## config.mk

```make
export PLATFORM = sky130hd
export DESIGN_NAME = waveform_min_max_decimator
export DESIGN_NICKNAME = d
export VERILOG_FILES = /design/src/hdl/wmmd_pkg.sv /design/src/hdl/wmmd_div.sv /design/src/hdl/wmmd_queue.sv /design/src/hdl/wmmd_front.sv /design/src/hdl/wmmd_back.sv /design/src/hdl/waveform_min_max_decimator.sv
export SDC_FILE = /design/constraint.sdc
export NUM_CORES = 1
export LEC_CHECK = 0
export BUFFER_PORTS_ARGS = -buffer_cell sky130_fd_sc_hd__buf_2
export CAP_MARGIN = 20
export CORE_ASPECT_RATIO = 1.2
export CORE_UTILIZATION = 49
export DETAILED_ROUTE_END_ITERATION = 10
export PLACE_DENSITY = 0.66
export REMOVE_ABC_BUFFERS = 1
export SKIP_LAST_GASP = 1
export SYNTH_ARGS = -nofsm -noshare
export SYNTH_HDL_FRONTEND = slang
export SYNTH_SLANG_ARGS = --single-unit
```

## constraint.sdc

```tcl
create_clock -name clk -period 9.6 [get_ports clk]
set_input_delay 0 -clock clk [delete_from_list [all_inputs] [get_ports clk]]
set_output_delay 0 -clock clk [all_outputs]
set_load 0.02 [all_outputs]
```

## src/hdl/wmmd_pkg.sv

```systemverilog
// Shared types and constants of the min/max waveform decimator.
// No dependencies; imported by every module of the block.
`default_nettype none

package wmmd_pkg;

	// Build-time defaults for the top-level parameters
	localparam int DEF_MAX_BINS    = 16384;
	localparam int DEF_MAX_SAMPLES = 65536;
	localparam int DEF_SAMPLE_BITS = 24;

	// Fixed field widths
	localparam int SAMPLES_CFG_BITS = 17;
	localparam int BINS_CFG_BITS    = 15;
	localparam int CFG_DATA_BITS    = 17;
	localparam int CFG_IDX_BITS     = 2;
	localparam int OUT_BITS         = 22;
	localparam int BIN_INDEX_BITS   = 14;

	// Register map
	localparam logic [CFG_IDX_BITS-1:0] REG_SAMPLES_PER_FRAME = 2'd0;
	localparam logic [CFG_IDX_BITS-1:0] REG_BINS_PER_FRAME    = 2'd1;

	localparam int RESET_SAMPLES = 1024;
	localparam int RESET_BINS    = 512;

	// Output clamp, 2^20 is full scale
	localparam int FULL_SCALE = 1048576;

	localparam int QUEUE_DEPTH = 4;

	// Per-sample tag produced by the front end
	typedef struct packed {
		logic                      close;  // sample ends a bin
		logic                      last;   // bin is the last of the frame
		logic [BIN_INDEX_BITS-1:0] index;
	} wmmd_ctrl_t;

	// Divider status
	typedef struct packed {
		logic busy;
		logic done;
	} wmmd_div_stat_t;

endpackage

`default_nettype wire

```

## src/hdl/wmmd_div.sv

```systemverilog
// Restoring radix-2 divider, one quotient bit per cycle.
// Uses wmmd_pkg for the status struct.
`default_nettype none

module wmmd_div #(
	parameter int N_BITS = 17,
	parameter int D_BITS = 15
) (
	input  logic                   clk,
	input  logic                   arst_n,
	input  logic                   start,
	input  logic [N_BITS-1:0]      dividend,
	input  logic [D_BITS-1:0]      divisor,
	output wmmd_pkg::wmmd_div_stat_t stat,
	output logic [N_BITS-1:0]      quotient,
	output logic [D_BITS-1:0]      remainder
);
	import wmmd_pkg::*;

	localparam int CW = $clog2(N_BITS + 1);

	logic [N_BITS-1:0] quo_q;
	logic [D_BITS-1:0] rem_q;
	logic [D_BITS-1:0] dvs_q;
	logic [CW-1:0]     cnt_q;
	logic              busy_q;
	logic              done_q;

	logic [D_BITS:0]   shifted;
	logic [D_BITS:0]   diff;
	logic              ge;
	logic [D_BITS-1:0] rem_nxt;
	logic [N_BITS-1:0] quo_nxt;

	always_comb begin
		shifted = {rem_q, quo_q[N_BITS-1]};
		ge      = shifted >= {1'b0, dvs_q};
		diff    = shifted - {1'b0, dvs_q};
		rem_nxt = ge ? diff[D_BITS-1:0] : shifted[D_BITS-1:0];
		quo_nxt = {quo_q[N_BITS-2:0], ge};
	end

	always_ff @(posedge clk or negedge arst_n) begin
		if (!arst_n) begin
			busy_q <= 1'b0;
			done_q <= 1'b0;
			cnt_q  <= '0;
		end else begin
			done_q <= 1'b0;
			if (start) begin
				busy_q <= 1'b1;
				cnt_q  <= CW'(N_BITS);
			end else if (busy_q) begin
				cnt_q <= cnt_q - 1'b1;
				if (cnt_q == CW'(1)) begin
					busy_q <= 1'b0;
					done_q <= 1'b1;
				end
			end
		end
	end

	always_ff @(posedge clk) begin
		if (start) begin
			quo_q <= dividend;
			rem_q <= '0;
			dvs_q <= divisor;
		end else if (busy_q) begin
			quo_q <= quo_nxt;
			rem_q <= rem_nxt;
		end
	end

	assign stat.busy = busy_q;
	assign stat.done = done_q;
	assign quotient  = quo_q;
	assign remainder = rem_q;

endmodule

`default_nettype wire

```

## src/hdl/wmmd_queue.sv

```systemverilog
// Small register FIFO between the front end and the back end.
// Generic width; no package content needed beyond the import.
`default_nettype none

module wmmd_queue #(
	parameter int WIDTH = 40,
	parameter int DEPTH = 4
) (
	input  logic             clk,
	input  logic             arst_n,
	input  logic             clear,
	input  logic             push,
	input  logic [WIDTH-1:0] wr_data,
	input  logic             pop,
	output logic [WIDTH-1:0] rd_data,
	output logic             full,
	output logic             empty
);
	import wmmd_pkg::*;

	localparam int PW = $clog2(DEPTH);
	localparam int CW = $clog2(DEPTH + 1);

	logic [WIDTH-1:0] slot_q [DEPTH];
	logic [PW-1:0]    wr_ptr_q;
	logic [PW-1:0]    rd_ptr_q;
	logic [CW-1:0]    count_q;

	function automatic logic [PW-1:0] next_ptr(input logic [PW-1:0] p);
		return (p == PW'(DEPTH - 1)) ? '0 : p + 1'b1;
	endfunction

	always_ff @(posedge clk or negedge arst_n) begin
		if (!arst_n) begin
			wr_ptr_q <= '0;
			rd_ptr_q <= '0;
			count_q  <= '0;
		end else if (clear) begin
			wr_ptr_q <= '0;
			rd_ptr_q <= '0;
			count_q  <= '0;
		end else begin
			if (push) wr_ptr_q <= next_ptr(wr_ptr_q);
			if (pop)  rd_ptr_q <= next_ptr(rd_ptr_q);
			if (push && !pop)      count_q <= count_q + 1'b1;
			else if (pop && !push) count_q <= count_q - 1'b1;
		end
	end

	always_ff @(posedge clk) begin
		if (push) slot_q[wr_ptr_q] <= wr_data;
	end

	assign rd_data = slot_q[rd_ptr_q];
	assign full    = count_q == CW'(DEPTH);
	assign empty   = count_q == '0;

	a_no_overflow: assert property (@(posedge clk) disable iff (!arst_n)
		push && !clear |-> !full || pop)
		else $error("queue written while full");

	a_no_underflow: assert property (@(posedge clk) disable iff (!arst_n)
		pop |-> !empty)
		else $error("queue read while empty");

endmodule

`default_nettype wire

```

## src/hdl/wmmd_front.sv

```systemverilog
// Front end: configuration registers, frame/bin boundary tracking, tagging.
// Uses wmmd_pkg and instantiates wmmd_div.
`default_nettype none

module wmmd_front #(
	parameter int MAX_BINS    = wmmd_pkg::DEF_MAX_BINS,
	parameter int MAX_SAMPLES = wmmd_pkg::DEF_MAX_SAMPLES,
	parameter int SAMPLE_BITS = wmmd_pkg::DEF_SAMPLE_BITS
) (
	input  logic                                clk,
	input  logic                                arst_n,
	input  logic                                cfg_we,
	input  logic [wmmd_pkg::CFG_IDX_BITS-1:0]   cfg_index,
	input  logic [wmmd_pkg::CFG_DATA_BITS-1:0]  cfg_data,
	input  logic                                in_valid,
	output logic                                in_ready,
	input  logic signed [SAMPLE_BITS-1:0]       sample,
	input  logic                                q_full,
	output logic                                push,
	output logic signed [SAMPLE_BITS-1:0]       push_sample,
	output wmmd_pkg::wmmd_ctrl_t                push_ctrl,
	output logic                                restart
);
	import wmmd_pkg::*;

	localparam int SW  = $clog2(MAX_SAMPLES + 1);
	localparam int BW  = $clog2(MAX_BINS + 1);
	localparam int BCW = $clog2(MAX_BINS);

	logic [SAMPLES_CFG_BITS-1:0] cfg_s_q;
	logic [BINS_CFG_BITS-1:0]    cfg_w_q;
	logic                        pend_q;
	logic [SW-1:0]               seen_q;
	logic [BCW-1:0]              bins_q;
	logic [SW-1:0]               nb_q;
	logic [BW-1:0]               brem_q;

	logic [31:0]    s32, w32;
	logic [SW-1:0]  eff_s;
	logic [BW-1:0]  eff_w;

	wmmd_div_stat_t div_stat;
	logic [SW-1:0]  quo;
	logic [BW-1:0]  rem;
	logic           div_start;
	logic           busy;

	logic [SW-1:0]  seen_inc;
	logic           close;
	logic           last_bin;
	logic [BW:0]    rem_sum;
	logic [BW:0]    rem_wrap;
	logic           rem_ge;
	logic [BW-1:0]  brem_nxt;
	logic [SW-1:0]  nb_nxt;
	logic [31:0]    idx32;

	// Effective S and W' after zero and oversize clamping
	always_comb begin
		s32 = 32'(cfg_s_q);
		if (s32 == 32'd0) s32 = 32'd1;
		else if (s32 > 32'(MAX_SAMPLES)) s32 = 32'(MAX_SAMPLES);
		w32 = 32'(cfg_w_q);
		if (w32 == 32'd0) w32 = 32'd1;
		else if (w32 > 32'(MAX_BINS)) w32 = 32'(MAX_BINS);
		if (w32 > s32) w32 = s32;
		eff_s = s32[SW-1:0];
		eff_w = w32[BW-1:0];
	end

	assign div_start = pend_q && !cfg_we;

	wmmd_div #(
		.N_BITS (SW),
		.D_BITS (BW)
	) u_div (
		.clk       (clk),
		.arst_n    (arst_n),
		.start     (div_start),
		.dividend  (eff_s),
		.divisor   (eff_w),
		.stat      (div_stat),
		.quotient  (quo),
		.remainder (rem)
	);

	assign busy     = pend_q || div_stat.busy || div_stat.done;
	// no sample in a write cycle: the write restarts the frame
	assign in_ready = !busy && !q_full && !cfg_we;
	assign push     = in_valid && in_ready;
	assign restart  = cfg_we;

	always_comb begin
		seen_inc = seen_q + 1'b1;
		close    = seen_inc >= nb_q;
		last_bin = (32'(bins_q) + 32'd1) >= 32'(eff_w);
		rem_sum  = {1'b0, brem_q} + {1'b0, rem};
		rem_ge   = rem_sum >= {1'b0, eff_w};
		rem_wrap = rem_sum - {1'b0, eff_w};
		brem_nxt = rem_ge ? rem_wrap[BW-1:0] : rem_sum[BW-1:0];
		nb_nxt   = nb_q + quo + SW'(rem_ge);
		idx32    = 32'(bins_q);
	end

	assign push_sample     = sample;
	assign push_ctrl.close = close;
	assign push_ctrl.last  = close && last_bin;
	assign push_ctrl.index = idx32[BIN_INDEX_BITS-1:0];

	always_ff @(posedge clk or negedge arst_n) begin
		if (!arst_n) begin
			cfg_s_q <= SAMPLES_CFG_BITS'(RESET_SAMPLES);
			cfg_w_q <= BINS_CFG_BITS'(RESET_BINS);
			pend_q  <= 1'b1;
			seen_q  <= '0;
			bins_q  <= '0;
			nb_q    <= '0;
			brem_q  <= '0;
		end else if (cfg_we) begin
			case (cfg_index)
				REG_SAMPLES_PER_FRAME: cfg_s_q <= cfg_data[SAMPLES_CFG_BITS-1:0];
				REG_BINS_PER_FRAME:    cfg_w_q <= cfg_data[BINS_CFG_BITS-1:0];
				default:               ;
			endcase
			pend_q <= 1'b1;
			seen_q <= '0;
			bins_q <= '0;
			nb_q   <= '0;
			brem_q <= '0;
		end else begin
			if (pend_q) pend_q <= 1'b0;
			if (div_stat.done && !pend_q) begin
				// frame start: first boundary at q, remainder r
				seen_q <= '0;
				bins_q <= '0;
				nb_q   <= quo;
				brem_q <= rem;
			end else if (push) begin
				if (close && last_bin) begin
					seen_q <= '0;
					bins_q <= '0;
					nb_q   <= quo;
					brem_q <= rem;
				end else if (close) begin
					seen_q <= seen_inc;
					bins_q <= bins_q + 1'b1;
					nb_q   <= nb_nxt;
					brem_q <= brem_nxt;
				end else begin
					seen_q <= seen_inc;
				end
			end
		end
	end

	a_last_restarts: assert property (@(posedge clk) disable iff (!arst_n)
		push && push_ctrl.last |=> seen_q == '0 && bins_q == '0)
		else $error("frame counters not cleared after last bin");

	a_bin_in_range: assert property (@(posedge clk) disable iff (!arst_n)
		!busy |-> 32'(bins_q) < 32'(eff_w))
		else $error("bin count beyond bins per frame");

endmodule

`default_nettype wire

```

## src/hdl/wmmd_back.sv

```systemverilog
// Back end: running min/max per bin, saturation and output register.
// Uses wmmd_pkg for the tag struct and output widths.
`default_nettype none

module wmmd_back #(
	parameter int SAMPLE_BITS = wmmd_pkg::DEF_SAMPLE_BITS
) (
	input  logic                                 clk,
	input  logic                                 arst_n,
	input  logic                                 restart,
	input  logic                                 head_valid,
	input  logic signed [SAMPLE_BITS-1:0]        head_sample,
	input  wmmd_pkg::wmmd_ctrl_t                 head_ctrl,
	output logic                                 pop,
	output logic                                 out_valid,
	input  logic                                 out_ready,
	output logic signed [wmmd_pkg::OUT_BITS-1:0] bin_min,
	output logic signed [wmmd_pkg::OUT_BITS-1:0] bin_max,
	output logic [wmmd_pkg::BIN_INDEX_BITS-1:0]  bin_index,
	output logic                                 frame_last
);
	import wmmd_pkg::*;

	localparam logic signed [SAMPLE_BITS-1:0] RUN_POS = {1'b0, {(SAMPLE_BITS-1){1'b1}}};
	localparam logic signed [SAMPLE_BITS-1:0] RUN_NEG = {1'b1, {(SAMPLE_BITS-1){1'b0}}};
	localparam logic signed [32:0] SAT_HI = 33'(FULL_SCALE);
	localparam logic signed [32:0] SAT_LO = -SAT_HI;

	logic signed [SAMPLE_BITS-1:0] run_min_q, run_max_q;
	logic signed [SAMPLE_BITS-1:0] new_min, new_max;
	logic signed [32:0]            ext_min, ext_max, sat_min, sat_max;
	logic                          out_valid_q;

	always_comb begin
		new_min = (head_sample < run_min_q) ? head_sample : run_min_q;
		new_max = (head_sample > run_max_q) ? head_sample : run_max_q;
		ext_min = 33'(new_min);
		ext_max = 33'(new_max);
		sat_min = (ext_min > SAT_HI) ? SAT_HI : (ext_min < SAT_LO) ? SAT_LO : ext_min;
		sat_max = (ext_max > SAT_HI) ? SAT_HI : (ext_max < SAT_LO) ? SAT_LO : ext_max;
	end

	// a closing word needs the output slot free or draining
	assign pop = head_valid && (!head_ctrl.close || !out_valid_q || out_ready);

	always_ff @(posedge clk or negedge arst_n) begin
		if (!arst_n) begin
			run_min_q   <= RUN_POS;
			run_max_q   <= RUN_NEG;
			out_valid_q <= 1'b0;
		end else begin
			if (pop && head_ctrl.close)  out_valid_q <= 1'b1;
			else if (out_ready)          out_valid_q <= 1'b0;
			if (restart || (pop && head_ctrl.close)) begin
				run_min_q <= RUN_POS;
				run_max_q <= RUN_NEG;
			end else if (pop) begin
				run_min_q <= new_min;
				run_max_q <= new_max;
			end
		end
	end

	always_ff @(posedge clk) begin
		if (pop && head_ctrl.close) begin
			bin_min    <= sat_min[OUT_BITS-1:0];
			bin_max    <= sat_max[OUT_BITS-1:0];
			bin_index  <= head_ctrl.index;
			frame_last <= head_ctrl.last;
		end
	end

	assign out_valid = out_valid_q;

	a_min_le_max: assert property (@(posedge clk) disable iff (!arst_n)
		out_valid_q |-> bin_min <= bin_max)
		else $error("bin minimum above bin maximum");

endmodule

`default_nettype wire

```

## src/hdl/waveform_min_max_decimator.sv

```systemverilog
// Top level of the min/max waveform decimator: front end, word queue, back end.
// Depends on wmmd_pkg, wmmd_front (with wmmd_div), wmmd_queue and wmmd_back.
//
// Takes one signed sample word per cycle while in_ready is high and groups
// each frame of S samples into W' = min(W, S) bins; bin i ends after sample
// floor((i+1)*S/W'). For every bin one result word comes out: minimum and
// maximum clamped to +/-2^20, bin index and a last-of-frame flag. Sustained
// rate is one sample per clock while the receiver keeps taking results; a
// result word passes the tag queue, then sits in the output register until
// it is taken. The input side keeps running while a result waits: a 4-word
// queue separates the boundary tracker from the min/max stage, so in_ready
// only drops once that queue is full. After reset and after every
// configuration write the block takes no sample while a radix-2 divider
// forms S / W' and S mod W'; configuration writes are taken in any cycle,
// and no sample is taken in the write cycle itself. Any write, also to an
// unused index, restarts the frame and drops the samples of the unfinished
// bin. Zero in a register counts as one; values above MAX_SAMPLES /
// MAX_BINS are clamped.
`default_nettype none

module waveform_min_max_decimator #(
	parameter int MAX_BINS    = wmmd_pkg::DEF_MAX_BINS,
	parameter int MAX_SAMPLES = wmmd_pkg::DEF_MAX_SAMPLES,
	parameter int SAMPLE_BITS = wmmd_pkg::DEF_SAMPLE_BITS
) (
	input  logic                                 clk,
	input  logic                                 arst_n,
	// configuration
	input  logic                                 cfg_we,
	input  logic [wmmd_pkg::CFG_IDX_BITS-1:0]    cfg_index,
	input  logic [wmmd_pkg::CFG_DATA_BITS-1:0]   cfg_data,
	// sample words in
	input  logic                                 in_valid,
	output logic                                 in_ready,
	input  logic signed [SAMPLE_BITS-1:0]        sample,
	// bin words out
	output logic                                 out_valid,
	input  logic                                 out_ready,
	output logic signed [wmmd_pkg::OUT_BITS-1:0] bin_min,
	output logic signed [wmmd_pkg::OUT_BITS-1:0] bin_max,
	output logic [wmmd_pkg::BIN_INDEX_BITS-1:0]  bin_index,
	output logic                                 frame_last
);
	import wmmd_pkg::*;

	localparam int CTRL_BITS = $bits(wmmd_ctrl_t);
	localparam int QW        = SAMPLE_BITS + CTRL_BITS;

	logic                          push, pop, q_full, q_empty, restart;
	logic signed [SAMPLE_BITS-1:0] push_sample;
	wmmd_ctrl_t                    push_ctrl;
	logic [QW-1:0]                 q_rd;
	logic signed [SAMPLE_BITS-1:0] head_sample;
	wmmd_ctrl_t                    head_ctrl;

	// Front: registers, boundary tracking, tags each accepted sample
	wmmd_front #(
		.MAX_BINS    (MAX_BINS),
		.MAX_SAMPLES (MAX_SAMPLES),
		.SAMPLE_BITS (SAMPLE_BITS)
	) u_front (
		.clk         (clk),
		.arst_n      (arst_n),
		.cfg_we      (cfg_we),
		.cfg_index   (cfg_index),
		.cfg_data    (cfg_data),
		.in_valid    (in_valid),
		.in_ready    (in_ready),
		.sample      (sample),
		.q_full      (q_full),
		.push        (push),
		.push_sample (push_sample),
		.push_ctrl   (push_ctrl),
		.restart     (restart)
	);

	// Tagged sample queue
	wmmd_queue #(
		.WIDTH (QW),
		.DEPTH (QUEUE_DEPTH)
	) u_queue (
		.clk     (clk),
		.arst_n  (arst_n),
		.clear   (restart),
		.push    (push),
		.wr_data ({push_sample, push_ctrl}),
		.pop     (pop),
		.rd_data (q_rd),
		.full    (q_full),
		.empty   (q_empty)
	);

	assign head_sample = q_rd[QW-1 -: SAMPLE_BITS];
	assign head_ctrl   = wmmd_ctrl_t'(q_rd[CTRL_BITS-1:0]);

	// Back: min/max accumulation and result register
	wmmd_back #(
		.SAMPLE_BITS (SAMPLE_BITS)
	) u_back (
		.clk         (clk),
		.arst_n      (arst_n),
		.restart     (restart),
		.head_valid  (!q_empty && !restart),
		.head_sample (head_sample),
		.head_ctrl   (head_ctrl),
		.pop         (pop),
		.out_valid   (out_valid),
		.out_ready   (out_ready),
		.bin_min     (bin_min),
		.bin_max     (bin_max),
		.bin_index   (bin_index),
		.frame_last  (frame_last)
	);

	// a register write must hold off samples until the divider has finished
	a_cfg_stalls_input: assert property (@(posedge clk) disable iff (!arst_n)
		cfg_we |=> !in_ready)
		else $error("sample accepted right after configuration write");

endmodule

`default_nettype wire

```

==> flow_metrics.env <==
export IMPL_wirelength_um=59930
export IMPL_cp_required_ns=10.06
export IMPL_ir_drop_mv=0.1939
export IMPL_cts_setup_buffers=0
export IMPL_drive_above_1_share_pct=17.72
export IMPL_antenna_found_initial=1
export IMPL_synth_cell_types=77
export IMPL_use_met1_pct=29.86
export IMPL_synth_compound_area_share_pct=13.26
export IMPL_clk_insertion_delay_late_ns=0.59
export IMPL_rows=87
export IMPL_grt_usage_pct=25.14
export IMPL_nets=2363
export IMPL_grt_setup_unrepaired="false"
export IMPL_start_util_pct=49.66
export IMPL_max_freq_mhz=118.3
export IMPL_synth_simple_gate_area_share_pct=10.78
export IMPL_finalCritPeriodShare_pct=88.04
export IMPL_yosysWarnings=0
export IMPL_cpMostUsedCell="o21a_1"
export IMPL_postLayoutCoreUtil_pct=56.91
export IMPL_status="completed"
export IMPL_synth_top_family_by_area="compound AO/OA/AOI/OAI gates"
export IMPL_syn_area_sq_mm=0.02335
export IMPL_numCtsBuffers=46
export IMPL_vias=16550
export IMPL_post_place_cells=2671
export IMPL_slowest_stage="nor3_2"
export IMPL_tightest_slew_ns=1.175
export IMPL_gr_usage_met3_pct=3.011
export IMPL_drtAntennaViolNets=0
export IMPL_routedWlPerCell_um=21.34
export IMPL_final_cells=2808
export IMPL_grt_pass1_wl_um=93960
export IMPL_power_leakage_nw=11.25
export IMPL_seq_area_frac_synth_pct=50.74
export IMPL_drtIter0Drc=938
export IMPL_worstSetupStartpointType="register"
export IMPL_max_stage_delay_ns=0.54
export IMPL_cts_tree="done"
export IMPL_dieArea_sq_mm=0.04854
export IMPL_synth_mux_area_share_pct=10.03
export IMPL_finalSetupViolations=0
export IMPL_io_pins=109
export IMPL_die_h_um=241.2
export IMPL_clk_pin_slew_ns=0.06
export IMPL_synth_seq_cells=425
export IMPL_cts_root_buf="clkbuf_16"
export IMPL_first_pass_iters=5
export IMPL_globalRouteMet2Util_pct=45.80
export IMPL_hold_viol=0
export IMPL_postSynthAreaPerCell_sq_um=11.80
export IMPL_via_per_inst=5.894
export IMPL_syn_to_final_growth_pct=14.58
export IMPL_crit_fanout=29
export IMPL_coreArea_sq_mm=0.04703
export IMPL_maxCapViolCount=0
export IMPL_endpoint_kind="register"
export IMPL_grt_max_degree=96
export IMPL_powerDensity_mw_per_mm2=345.7
export IMPL_gr_total_overflow=0
export IMPL_gp_congestion=0.8958
export IMPL_dp_final_hpwl_um=43600
export IMPL_layout_commonest_cell="edfxtp_1"
export IMPL_cts_buffer_depth=3
export IMPL_synth_cells=1979
export IMPL_synthArstFlopShare_pct=37.41
export IMPL_period_needed_ns=8.452
export IMPL_htreeDepth=2
export IMPL_synthXorXnorAreaFrac_pct=2.513
export IMPL_slew_headroom_pct=21.67
export IMPL_busiest_layer="met2"
export IMPL_postPlaceCellArea_sq_mm=0.02464
export IMPL_final_cell_mix="251 x edfxtp_1, 163 x ha_1, 130 x dfrtp_1"
export IMPL_skew_ns=0.01749
export IMPL_drc=0
export IMPL_synth_edf_count=251
export IMPL_grt_pass1_vias=16580
export IMPL_hold_path_class="primary input to asynchronous set/reset pin"
export IMPL_ys_flop_type="edfxtp_1"
export IMPL_synth_fa_ha_area_share_pct=9.247
export IMPL_crit_type="register to register"
export IMPL_finalInstanceArea_sq_mm=0.02676
export IMPL_holdBufCountCts=50
export IMPL_clock_sink_count=425
export IMPL_port_buffers=108
export IMPL_maxSlewViolCount=0
export IMPL_dieWidth_um=201.3
export IMPL_cts_resized=0
export IMPL_cp_data_arrival_time_ns=8.91
registers in the layout, indices dropped and copies added, names as in the netlist, 5 cells and up:
register                 flops
u_front.cfg_s_q             17
u_front.nb_q                17
u_front.bins_q              14
u_front.u_div.quotient      17
u_front.brem_q              15
u_front.seen_q              17
u_back.run_min_q            24
u_back.bin_max              22
u_back.bin_index            14
u_front.u_div.remainder     15
u_front.cfg_w_q             15
u_back.bin_min              22
u_front.u_div.cnt_q          5
u_back.run_max_q            24
u_front.u_div.dvs_q         15
u_queue.slot_q             160
cells in the mapped netlist, types with 6 or more instances:
cell type | count | area [sq um]
dfxtp_1 | 15 | 300.3
xor2_1 | 25 | 219.0
and3_1 | 20 | 125.1
nor4_1 | 27 | 168.9
a22o_1 | 45 | 394.1
a21oi_1 | 89 | 445.4
nor2_1 | 85 | 319.1
buf_2 | 14 | 70.07
o21ai_0 | 98 | 490.5
mux2_2 | 46 | 518.0
o22ai_1 | 14 | 87.58
a211oi_1 | 31 | 232.7
and4_1 | 7 | 61.31
o211ai_1 | 14 | 105.1
nor2b_1 | 17 | 106.4
inv_1 | 125 | 469.2
nand4_1 | 31 | 193.9
nand2_1 | 129 | 484.2
dfrtp_1 | 132 | 3303
nand2b_1 | 19 | 118.9
mux4_2 | 40 | 900.9
xnor2_1 | 42 | 367.9
o22a_1 | 23 | 201.4
a31oi_1 | 8 | 50.05
mux2i_1 | 87 | 870.8
nor3_1 | 42 | 210.2
nand3_1 | 46 | 230.2
or4_1 | 6 | 45.04
a21o_1 | 30 | 225.2
ha_1 | 163 | 2039
dfstp_2 | 27 | 709.4
o31ai_1 | 13 | 97.59
or2_2 | 9 | 56.30
a31o_2 | 6 | 52.55
clkbuf_1 | 43 | 161.4
or3_1 | 12 | 75.07
nor3_2 | 13 | 130.1
o31a_1 | 8 | 70.07
edfxtp_1 | 251 | 7537
o21a_1 | 31 | 232.7
fa_1 | 6 | 120.1
and2_1 | 8 | 50.05
kinds of logic after synthesis:
family,after synthesis
compound gates,458
xor+xnor,67
fa+ha+maj,169
buf+inv,196
flops,425
mux,176
simple gates,488
area by class of cell:
type	count	area (sq um)
fillers	3996	20260
flip-flops and latches	425	11850
multi-input cells	1358	10760
clock buffers	63	1338
repair buffers	189	1280
well taps	623	779.5
inverters	126	473.0
clock inverters	23	279.0
diodes	1	2.502
routing by layer:
layer	wire, um	up-vias	share of wire (%)
met5	0	-	0
met4	2768	0	4.6
met3	2265	121	3.8
met2	30790	415	51
met1	24110	8166	40
li1	-	7847	-
where the power goes:
group          total (mW)  internal [mW]  leakage, nW  switching (mW)
Clock                1.86           1.10        0.789           0.763
Sequential           2.74           2.38         4.50           0.360
Combinational        4.65           1.91         5.96            2.74
per-stage QoR:
| stage | setup slack [ns] | TNS [ns] | total power, mW | hold WS (ns) |
|---|---|---|---|---|
| finish | 1.148 | 0 | 9.252 | 0.08148 |
| global route | 0.5933 | 0 | 9.859 | 0.1590 |
| CTS | 1.222 | 0 | 9.253 | 0.1158 |
| detailed placement | 1.307 | 0 | 7.344 | 0.1774 |
| global placement | 1.521 | 0 | 7.273 | 0.1696 |
| floorplan | -3.344 | -146.93 | 6.047 | -0.2956 |
final timing paths:
kind,from,end,slack [ns],depth (start not counted)
worst min register to register,u_front.brem_q[9],u_front.brem_q[9],0.49,2
worst max-delay path,u_front.cfg_s_q[13],u_front.nb_q[16],1.15,32
worst max register to register,u_front.cfg_s_q[13],u_front.nb_q[16],1.15,32
min in group clk,sample[9],u_queue.slot_q[0][25],0.17,2
max in group asynchronous,arst_n,u_front.u_div.cnt_q[1],8.01,3
worst min-delay path,arst_n,u_back.run_max_q[5],0.08,2
worst max-delay path, delay by kind of cell (launching register included):
family | cells | cell delay, ns
compound gates | 15 | 2.98
xor+xnor | 1 | 0.21
fa+ha+maj | 4 | 1.13
buf+inv | 3 | 0.89
flops | 1 | 0.39
mux | 1 | 0.42
simple gates | 8 | 2.26
(Power assumes the default switching activity.)
